$ cat config.mk
export PLATFORM = sky130hd
export DESIGN_NAME = ctw_ctrl
export DESIGN_NICKNAME = d
export VERILOG_FILES = /design/src/design/ctw_pkg.sv /design/src/design/ctw_ctrl.sv
export SDC_FILE = /design/constraint.sdc
export NUM_CORES = 1
export LEC_CHECK = 0
export BUFFER_PORTS_ARGS = -buffer_cell sky130_fd_sc_hd__buf_2
export CAP_MARGIN = 15
export CELL_PAD_IN_SITES_DETAIL_PLACEMENT = 1
export CELL_PAD_IN_SITES_GLOBAL_PLACEMENT = 2
export CORE_AREA = 4 4 41 43
export CTS_CLUSTER_DIAMETER = 100
export DETAILED_ROUTE_END_ITERATION = 16
export DIE_AREA = 0 0 45 47
export HOLD_SLACK_MARGIN = 0.06
export PLACE_DENSITY = 0.64
export SYNTH_ARGS = -nofsm -noshare
export SYNTH_HDL_FRONTEND = slang
export SYNTH_SLANG_ARGS = --single-unit
$ cat constraint.sdc
create_clock -name clk -period 0.8 [get_ports clk]
set_input_delay 0.08 -clock clk [delete_from_list [all_inputs] [get_ports clk]]
set_output_delay 0.08 -clock clk [all_outputs]
set_load 0.01 [all_outputs]
$ cat src/design/ctw_pkg.sv
// ----------------------------------------------------------------------------
// ctw_pkg: shared types and constants for the connection timing wheel
// Field widths, request codes, controller states and the command/status
// bundles between the controller and the datapath.
// ----------------------------------------------------------------------------
package ctw_pkg;

	localparam int WHEEL_SIZE_DEF = 64;
	localparam int MAX_CONN_DEF   = 64;

	localparam int REQ_W      = 3;
	localparam int ID_W       = 6;
	localparam int SLOT_IN_W  = 6;
	localparam int TMO_W      = 16;
	localparam int SLOT_OUT_W = 7;

	typedef enum logic [REQ_W-1:0] {
		REQ_ADD  = 3'd0,
		REQ_GET  = 3'd1,
		REQ_DEL  = 3'd2,
		REQ_UPD  = 3'd3,
		REQ_TICK = 3'd4
	} req_t;

	typedef enum logic [2:0] {
		ST_IDLE,
		ST_CALC,
		ST_EVAL,
		ST_WR2,
		ST_SCAN
	} state_t;

	typedef struct packed {
		logic load;
		logic calc;
		logic eval;
		logic wr2;
		logic emit;
	} ctw_cmd_t;

	typedef struct packed {
		logic out_free;
		logic is_tick;
		logic mem_empty;
		logic need_wr2;
		logic scan_last;
	} ctw_stat_t;

endpackage

$ cat src/design/ctw_ctrl.sv
// ----------------------------------------------------------------------------
// ctw_ctrl: sequencer of the connection timing wheel
// Steps one request through load, slot address calculation, evaluation,
// an optional second write and the expired-id scan of a tick.
// ----------------------------------------------------------------------------
module ctw_ctrl import ctw_pkg::*; (
	input  logic      clk,
	input  logic      arst_n,
	input  logic      in_valid,
	output logic      in_ready,
	input  ctw_stat_t stat,
	output ctw_cmd_t  cmd
);

	state_t state_q;
	state_t state_d;

	always_ff @(posedge clk or negedge arst_n) begin
		if (!arst_n) begin
			state_q <= ST_IDLE;
		end else begin
			state_q <= state_d;
		end
	end

	always_comb begin
		state_d  = state_q;
		cmd      = '0;
		in_ready = 1'b0;
		case (state_q)
			ST_IDLE: begin
				in_ready = 1'b1;
				if (in_valid) begin
					cmd.load = 1'b1;
					state_d  = ST_CALC;
				end
			end
			ST_CALC: begin
				cmd.calc = 1'b1;
				state_d  = ST_EVAL;
			end
			ST_EVAL: begin
				// wait for the output register before committing
				if (stat.out_free) begin
					cmd.eval = 1'b1;
					if (stat.is_tick && !stat.mem_empty) begin
						state_d = ST_SCAN;
					end else if (stat.need_wr2) begin
						state_d = ST_WR2;
					end else begin
						state_d = ST_IDLE;
					end
				end
			end
			ST_WR2: begin
				cmd.wr2 = 1'b1;
				state_d = ST_IDLE;
			end
			ST_SCAN: begin
				if (stat.out_free) begin
					cmd.emit = 1'b1;
					if (stat.scan_last) begin
						state_d = ST_IDLE;
					end
				end
			end
			default: begin
				state_d = ST_IDLE;
			end
		endcase
	end

endmodule

==> out/metrics.cfg, run 1 <==
[yosys]
yosysUniqueCellTypes = 16
synthXorXnorAreaFrac_pct = 4.40
ys_seq_area_share_pct = 37.7
yosys-top-cells-area = dfrtp_1, a311oi_2, and4bb_2
synth.cell_area_um2 = 199
syn_area_per_cell_um2 = 9.95
yosys.area_share.simple_pct = 41.5
ys_top_cells_by_count = dfrtp_1, nand2_1, nand2b_1
yosysTopAreaCell = dfrtp_1
synth_edf_count = 0
synthAdderAreaFrac_pct = 0
synth_compound_area_share_pct = 14.5
synth_async_sr_flop_share_pct = 100
synth_top_family_by_area = simple AND/OR/NAND/NOR gates
netlist_instances = 20
ys.flop_type = dfrtp_1
synth.most_common_cell = dfrtp_1
synth_seq_cells = 3
synth_warnings = 0
synthMuxAreaShare_pct = 0
yosysTopAreaCellShare_pct = 37.7
synth_fp_nets = 28

[outcome]
violations = negative setup slack
outcome = complete, but fails checks

[cells_and_area]
reg_top3 = state_q (3)
nets = 52
diodes = 0
regMostFlops = state_q
area_delta_synth_final_pct = 104
final_cells = 58
largest_register_ffs = 3
drive_gt1_share_pct = 72.1
final_area_um2 = 405

[sta]
finalSetupViolations = 9
layout_setup_ws_ns = -0.419
rsz0062_at_grt = yes
finalCritPeriodShare_pct = 152
finalCriticalPeriod_ns = 1.22
hold_viol_final = 0
fmax_mhz = 820
maxSlewViolCount = 0
tightest_slew_ns = 0.189
slew_headroom_pct = 87.4
clock_skew_ns = 0.00304
hold_slack_ns = 0.0941

[setup_path]
start_kind = flip-flop
crit_family = flip-flops
critPathMaxFanout = 7
arrival_ns = 1.14
endpoint_kind = primary output
cp_slowest_cell = dfrtp_2
crit_required_ns = 0.72
worstSetupPathType = flip-flop to primary output
worstPathCellList = nor3_4 -> and2_4 -> buf_6
critical_path_buf_inv_count = 1
cpPeakStageDelay_ns = 0.45

[flow_run]
maxCapViolations = 0

[route]
num_vias = 241
drt_pre_antenna_iters = 1
drcViolationCount = 0
drt_iter0_drc = 0
wl_per_cell_um = 11.9
drt.antenna.violating_nets = 0
finalWirelength_um = 689
viasPerCell = 4.16

[global_route]
grt_pass1_wl_um = 1180
first_global_vias = 261
grt_remaining_overflow = 0
grt_util_all_layers_pct = 8.69
antenna_found_initial = 0
grt_start_max_net_pins = 9

[placed_design]
gp_congestion = 0.739
place_inst = 48
port_buffers = 13
dpl_worst_slack_ns = -0.255
place_area_um2 = 294

[floorplan]
pin_count = 14
core-area_mm2 = 0.00130
start_util_pct = 15.3
dieHeight_um = 47
fp.dieW_um = 45
dieArea_mm2 = 0.00212
num_rows = 13

[cts]
htreeDepth = 1
clkTransAtPathRegs_ns = 0.03
cts_buffers = 3
clockBufferDepth = 2
cts_tree = done
cts.sinks = 3
clock_latency_ns = 0.23
clockRootBuffer = clkbuf_4

[pwr]
powerDensity_mw_per_mm2 = 3130
p_leak_nw = 0.194
max-vdd-ir-drop_uv = 1100

[worst_hold_path]
min_path_type = input pin to flip-flop

worst paths after layout:
kind / from / end / slack, ns / depth (start not counted)
min: stat[4] / state_q[1]$_DFFE_PN0P_ / 0.09 / 2
max in group asynchronous: arst_n / state_q[1]$_DFFE_PN0P_ / 0.51 / 2
min in group asynchronous: arst_n / state_q[0]$_DFFE_PN0P_ / 0.17 / 2
max: state_q[2]$_DFFE_PN0P_ / cmd[4] / -0.42 / 3
min reg2reg: state_q[2]$_DFFE_PN0P_ / state_q[1]$_DFFE_PN0P_ / 0.64 / 2
max reg2reg: state_q[0]$_DFFE_PN0P_ / state_q[2]$_DFFE_PN0P_ / -0.26 / 4
per-stage QoR:
step | utilization (%) | TNS (ns) | power, W
final | 31.2 | -2.95 | 0.00127
after global routing | 31.2 | -3.54 | 0.00138
after CTS | 29.7 | -3.02 | 0.00123
after detailed placement | 22.6 | -1.70 | 0.000792
after global placement | 22.6 | -1.49 | 0.000779
after floorplan | - | -0.785 | 0.000622
power by group:
part           leakage, nW  internal, W  switching [W]
clock               0.0150     0.000187      0.0000804
sequential          0.0351     0.000211       0.000127
combinational        0.144     0.000422       0.000240
total                0.194     0.000820       0.000447
placed cells by master, fill, tap and decap left out, drive strengths merged:
cell type / n
nor3b: 1
inv: 1
a311oi: 1
nand3: 1
and4bb: 1
o21bai: 1
nand3b: 1
and2: 1
buf: 18
clkbuf: 4
nand2b: 2
dfrtp: 3
xnor2: 1
dlygate4sd3: 1
nor3: 1
nor2: 1
o22ai: 1
and3b: 1
nand2: 2
worst register-to-register path: cells and delay by family, from the launching register on:
kind,cells,cell delay [ns]
compound gates,1,0.12
buf+inv,1,0.16
flops,1,0.46
simple gates,2,0.23
layer usage:
metal  track usage, %  share of wire (%)  routed length, µm
met4             10.5                  0                  0
met1             7.73                 36                246
met2             13.8                 60                416
met5                0                  0                  0
met3             3.45                3.8                 26
logic make-up after synthesis:
family	Yosys count
flops	3
xor+xnor	1
simple gates	12
buf+inv	1
compound gates	3
cell type report:
class                   count  area, µm²
flip-flops and latches      3       78.8
repair buffers             19        135
multi-input cells          16        143
inverters                   1       3.75
clock buffers               4       26.3
fillers                   165        896
well taps                  15       18.8
what timing repair did:
action / CTS / global route
hold buffers: 1 / 0
endpoints found under the setup margin: 9 / 9
gates resized for setup: 6 / 1
setup buffers: 3 / 2
endpoints found under the hold margin: 3 / 0
pin swaps: 8 / 0
Power figures use the tool's default switching activity.
==> run 2, diff against run 1 <==
--- a/config.mk
+++ b/config.mk
@@ -13,7 +13,7 @@
 export CTS_CLUSTER_DIAMETER = 100
 export DETAILED_ROUTE_END_ITERATION = 16
 export DIE_AREA = 0 0 45 47
-export HOLD_SLACK_MARGIN = 0.06
+export HOLD_SLACK_MARGIN = 0.05
 export PLACE_DENSITY = 0.64
 export SYNTH_ARGS = -nofsm -noshare
 export SYNTH_HDL_FRONTEND = slang
==> constraint.sdc (replaced) <==
create_clock -name clk -period 0.8 [get_ports clk]
set_input_delay 0.16 -clock clk [delete_from_list [all_inputs] [get_ports clk]]
set_output_delay 0.16 -clock clk [all_outputs]
set_load 0.01 [all_outputs]
==> out/metrics.cfg, run 2 (same netlist as run 1, synthesis figures left out) <==
[outcome]
outcome = complete, but fails checks
violations = negative setup slack

[cells_and_area]
final_common_cell = buf_2
regArea_um2 = 78.8  ; unchanged
multi_input_area_um2 = 143  ; unchanged
nets = 55  ; +5.8%
final_util_pct = 33.2  ; +2.0 points
diodes = 0  ; unchanged
regMostFlops = state_q
reg_top3 = state_q (3)
largest_register_ffs = 3  ; unchanged
area_delta_synth_final_pct = 117
layout_common_cells = buf_2, buf_4, buf_6, clkbuf_4, dfrtp_2
drive_gt1_share_pct = 73.9  ; +1.8 points
fill_cells = 164  ; -0.61%

[sta]
hold_viol_final = 0  ; unchanged
tightest_slew_ns = 0.190  ; +0.00107 ns
clock_skew_ns = 0.00203  ; -0.00101 ns
setup-tns-final_ns = -3.53  ; -0.576 ns
maxSlewViolCount = 0  ; unchanged
finalSetupViolations = 9  ; unchanged
slew_headroom_pct = 87.3  ; about the same
layout_setup_ws_ns = -0.516  ; -0.0969 ns
finalCritPeriodShare_pct = 164  ; +12 points
rsz0062_at_grt = yes
fmax_mhz = 760  ; -7.4%
finalCriticalPeriod_ns = 1.32  ; +0.0969 ns

[route]
wl_per_cell_um = 12.1  ; +1.7%
drt_pre_antenna_iters = 2  ; +1
drt.antenna.violating_nets = 0  ; unchanged
drt_iter0_drc = 1  ; +1
num_vias = 249  ; +3.3%
drcViolationCount = 0  ; unchanged
viasPerCell = 4.08  ; -1.8%
finalWirelength_um = 737  ; +7.0%

[cts]
clkTransAtPathRegs_ns = 0.04  ; about the same
clock_latency_ns = 0.24  ; about the same
clockBufferDepth = 2  ; unchanged
cts_tree = done
clockRootBuffer = clkbuf_4
cts.sinks = 3  ; unchanged
htreeDepth = 1  ; unchanged
cts_buffers = 3  ; unchanged

[global_route]
grt_pass1_wl_um = 1240  ; +5.3%
grt_busiest_layer = met2
first_global_vias = 269  ; +3.1%
grtUsageMet2_pct = 14.1  ; +0.28 points
grt_remaining_overflow = 0  ; unchanged
met3_usage_pct = 2.68  ; -0.77 points
grt_util_all_layers_pct = 8.77  ; +0.086 points
gr-usage-met1_pct = 8.88  ; +1.2 points
grt_start_max_net_pins = 9  ; unchanged
antenna_found_initial = 0  ; unchanged

[setup_path]
start_kind = flip-flop
arrival_ns = 1.16  ; +0.02 ns
crit_required_ns = 0.64  ; -0.08 ns
worstSetupPathType = flip-flop to primary output
endpoint_kind = primary output
critPathMaxFanout = 7  ; unchanged

[pwr]
power.switching_w = 0.000458  ; +2.3%
max-vdd-ir-drop_uv = 1250  ; +13%
p_clk_share_pct = 20.7  ; -0.4 points
powerDensity_mw_per_mm2 = 3030  ; -3.0%
pwr-share-comb_pct = 54.3  ; +2.1 points
p_int_w = 0.000852  ; +3.9%
swShare_pct = 34.9  ; -0.35 points
seqPwrFrac_pct = 25.0  ; -1.7 points
p_leak_nw = 0.211  ; +8.7%

[worst_hold_path]
min_path_type = input pin to flip-flop

[floorplan]
dieHeight_um = 47  ; unchanged
start_util_pct = 15.3  ; unchanged
pin_count = 14  ; unchanged
fp.dieW_um = 45  ; unchanged
core-area_mm2 = 0.00130  ; unchanged
dieArea_mm2 = 0.00212  ; unchanged
num_rows = 13  ; unchanged

[flow_run]
maxCapViolations = 0  ; unchanged

[placed_design]
port_buffers = 13  ; unchanged
gp_congestion = 0.766  ; +3.7%

## run 2: changes by cell type in the layout (fill, tap and decap cells not counted), sizes merged
cell / change
buf: +3
## run 2: repair_timing
action	4_1_cts	5_1_grt
gates resized for setup	7	1
pin swaps	7	2
setup endpoints to repair	9	9
buffers inserted	2	3
gates cloned	0	0
hold buffers	1	0
hold endpoints to repair	3	0
## run 2: stage by stage
stage	hold slack, ns	power (W)	std cells	area (µm²)	setup WS [ns]
after floorplan	-0.136	0.000622	20	210	-0.230
after global placement	-0.0451	0.000814	51	317	-0.277
after detailed placement	-0.0408	0.000830	51	317	-0.317
after CTS	0.226	0.00125	58	405	-0.536
after global routing	0.233	0.00143	61	432	-0.586
final	0.222	0.00131	61	432	-0.516
## run 2: area by class of cell
type	count	share of cell area (%)
Clock buffer	4	6.09
Sequential cell	3	18.3
Multi-Input combinational cell	16	33.0
Timing Repair Buffer	22	37.4
Tap cell	15	4.35
Inverter	1	0.870
## run 2: per-layer routing
| metal | part of all wire (%) | up-vias |
|---|---|---|
| li1 | - | 125 |
| met1 | 33 | 110 |
| met2 | 56 | 10 |
| met3 | 5.6 | 4 |
| met4 | 5.2 | 0 |
| met5 | 0 | - |
## run 2: critical path, stage by stage, from the launching register on
cell     delay [ns]
dfrtp_2        0.46
nor3_4         0.21
and2_4         0.16
buf_6          0.09
## run 2: power groups by stage
stage | logic (W) | registers (W) | clock network (W)
floorplan | 0.000319 | 0.000302 | 0
global route | 0.000779 | 0.000342 | 0.000309
detailed placement | 0.000493 | 0.000337 | 0
global placement | 0.000491 | 0.000323 | 0
CTS | 0.000640 | 0.000337 | 0.000277
finish | 0.000711 | 0.000327 | 0.000271
## run 2: final timing paths
| path | slack [ns] | cells past startpoint | endpoint | from |
|---|---|---|---|---|
| worst min register to register | 0.65 | 2 | state_q[1]$_DFFE_PN0P_ | state_q[2]$_DFFE_PN0P_ |
| worst max register to register | -0.29 | 4 | state_q[2]$_DFFE_PN0P_ | state_q[2]$_DFFE_PN0P_ |
| worst min-delay path | 0.22 | 3 | state_q[0]$_DFFE_PN0P_ | stat[1] |
| worst max-delay path | -0.52 | 3 | cmd[4] | state_q[2]$_DFFE_PN0P_ |
| min in group asynchronous | 0.25 | 2 | state_q[2]$_DFFE_PN0P_ | arst_n |
| max in group asynchronous | 0.43 | 2 | state_q[1]$_DFFE_PN0P_ | arst_n |
==> run 3, diff against run 2 <==
--- a/config.mk
+++ b/config.mk
@@ -10,11 +10,13 @@
 export CELL_PAD_IN_SITES_DETAIL_PLACEMENT = 1
 export CELL_PAD_IN_SITES_GLOBAL_PLACEMENT = 2
 export CORE_AREA = 4 4 41 43
+export CTS_BUF_LIST = sky130_fd_sc_hd__clkbuf_4 sky130_fd_sc_hd__clkbuf_8
 export CTS_CLUSTER_DIAMETER = 100
 export DETAILED_ROUTE_END_ITERATION = 16
 export DIE_AREA = 0 0 45 47
 export HOLD_SLACK_MARGIN = 0.05
 export PLACE_DENSITY = 0.64
+export SKIP_LAST_GASP = 1
 export SYNTH_ARGS = -nofsm -noshare
 export SYNTH_HDL_FRONTEND = slang
 export SYNTH_SLANG_ARGS = --single-unit
==> out/metrics.cfg, run 3 (same netlist as run 1, synthesis figures left out) <==
[outcome]
outcome = complete, but fails checks
violations = negative setup slack

[setup_path]
worstPathCellList = nor3_4 -> and2_4 -> buf_6
crit_family = flip-flops
worstSetupPathType = flip-flop to primary output
r2r-start = state_q[2]$_DFFE_PN0P_
arrival_ns = 1.16  ; about the same
critical_path_buf_inv_count = 1  ; unchanged
crit_required_ns = 0.64  ; about the same
reg2reg_depth = 4  ; unchanged
endpoint_kind = primary output
cpPeakStageDelay_ns = 0.46  ; about the same
r2r-end = state_q[2]$_DFFE_PN0P_
cp_slowest_cell = dfrtp_2
r2r_setup_slack_ns = -0.29  ; about the same
start_kind = flip-flop
critPathMaxFanout = 7  ; unchanged

[route]
drt_pre_antenna_iters = 3  ; +1
drt.antenna.violating_nets = 0  ; unchanged
wl_per_cell_um = 12.1  ; +0.27%
drcViolationCount = 0  ; unchanged
viasPerCell = 4.16  ; +2.0%
finalWirelength_um = 739  ; +0.27%
num_vias = 254  ; +2.0%
drt_iter0_drc = 5  ; +4

[global_route]
grt_util_all_layers_pct = 9.01  ; +0.24 points
antenna_found_initial = 0  ; unchanged
grt_start_max_net_pins = 9  ; unchanged
grt_remaining_overflow = 0  ; unchanged
first_global_vias = 271  ; +0.74%
grt_pass1_wl_um = 1260  ; +1.0%

[cts]
htreeDepth = 1  ; unchanged
cts_buffers = 3  ; unchanged
cts.sinks = 3  ; unchanged
clkTransAtPathRegs_ns = 0.04  ; about the same
cts_tree = done
clockBufferDepth = 2  ; unchanged
clockRootBuffer = clkbuf_4
clock_latency_ns = 0.23  ; about the same

[sta]
hold_slack_ns = 0.225  ; +0.00268 ns
finalSetupViolations = 9  ; unchanged
rsz0062_at_grt = yes
tightest_slew_ns = 0.190  ; +0.000000119 ns
finalCritPeriodShare_pct = 164  ; about the same
slew_headroom_pct = 87.3  ; unchanged
hold_viol_final = 0  ; unchanged
layout_setup_ws_ns = -0.515  ; +0.000414 ns
maxSlewViolCount = 0  ; unchanged
finalCriticalPeriod_ns = 1.32  ; -0.000414 ns
setup-tns-final_ns = -3.53  ; -0.00339 ns
fmax_mhz = 760  ; about the same
clock_skew_ns = 0.00281  ; +0.000779 ns

[pwr]
finalPower_w = 0.00134  ; +2.2%
powerDensity_mw_per_mm2 = 3070  ; +1.3%
max-vdd-ir-drop_uv = 1320  ; +6.1%
p_leak_nw = 0.215  ; +1.6%

[floorplan]
num_rows = 13  ; unchanged
pin_count = 14  ; unchanged
start_util_pct = 15.3  ; unchanged
dieArea_mm2 = 0.00212  ; unchanged
fp.dieW_um = 45  ; unchanged
core-area_mm2 = 0.00130  ; unchanged
dieHeight_um = 47  ; unchanged

[cells_and_area]
regMostFlops = state_q
layout_common_cells = buf_2, buf_4, buf_6, clkbuf_4, dfrtp_2
reg_top3 = state_q (3)
drive_gt1_share_pct = 76.1  ; +2.2 points
final_area_um2 = 435  ; +0.87%
fill_cells = 164  ; unchanged
largest_register_ffs = 3  ; unchanged
area_delta_synth_final_pct = 119
nets = 55  ; unchanged
final_common_cell = buf_2
diodes = 0  ; unchanged

[placed_design]
dpl_worst_slack_ns = -0.317  ; unchanged
gp_congestion = 0.766  ; unchanged
port_buffers = 13  ; unchanged
place_area_um2 = 317  ; unchanged

[worst_hold_path]
hold_end = state_q[0]$_DFFE_PN0P_
min_path_cells = 3  ; unchanged
worstHoldStart = stat[1]
min_path_type = input pin to flip-flop

[flow_run]
maxCapViolations = 0  ; unchanged

run 3: cell types whose count changed in the layout (fill, tap and decap cells not counted):
| cell | delta |
|---|---|
| clkbuf_4 | +1 |
| clkbuf_1 | -1 |
run 3: layout make-up:
class | count | area [µm²] | share of cell area [%]
sequential | 3 | 78.8 | 18.1
multi-input combinational | 16 | 143 | 32.8
tap | 15 | 18.8 | 4.31
inverter | 1 | 3.75 | 0.862
clock buffer | 4 | 30.0 | 6.90
timing repair buffer | 22 | 161 | 37.1
run 3: worst register-to-register path, stage by stage, from the launching register on:
cell     delay, ns
dfrtp_2       0.46
nor2_1        0.12
nand3_1       0.13
buf_6         0.15
o22ai_2       0.14
run 3: worst max path at each step:
stage                           startpoint                      to  slack, ns  cells after the start
floorplan           state_q[0]$_DFFE_PN0P_  state_q[0]$_DFFE_PN0P_      -0.23                      3
global placement    state_q[0]$_DFFE_PN0P_                  cmd[4]      -0.28                      3
detailed placement  state_q[0]$_DFFE_PN0P_                  cmd[4]      -0.32                      3
CTS                 state_q[2]$_DFFE_PN0P_                  cmd[4]      -0.54                      3
global route        state_q[2]$_DFFE_PN0P_                  cmd[2]      -0.60                      4
finish              state_q[2]$_DFFE_PN0P_                  cmd[4]      -0.52                      3
run 3: metrics by stage:
stage / util (%) / std cells
floorplan: - / 20
global placement: 24.3 / 51
detailed placement: 24.3 / 51
CTS: 31.4 / 58
global route: 33.5 / 61
finish: 33.5 / 61
run 3: repair_timing:
item                                    4_1_cts  5_1_grt
hold endpoints to repair                      3        0
endpoints found under the setup margin        9        9
setup buffers                                 2        3
hold buffers                                  1        0
resized for setup                             7        1
pin swaps                                     7        2
run 3: routing by layer:
layer  part of all wire (%)  vias to the layer above  GRT usage [%]
met5                      0                        -              0
met2                     58                        8           14.1
met3                    4.3                        2           2.68
met4                    2.6                        0           10.5
li1                       -                      127              -
met1                     35                      117           8.88
run 3: power by group:
part	switching, W	internal, W
logic	0.000258	0.000454
clock network	0.0000800	0.000221
registers	0.000115	0.000211
total	0.000453	0.000886
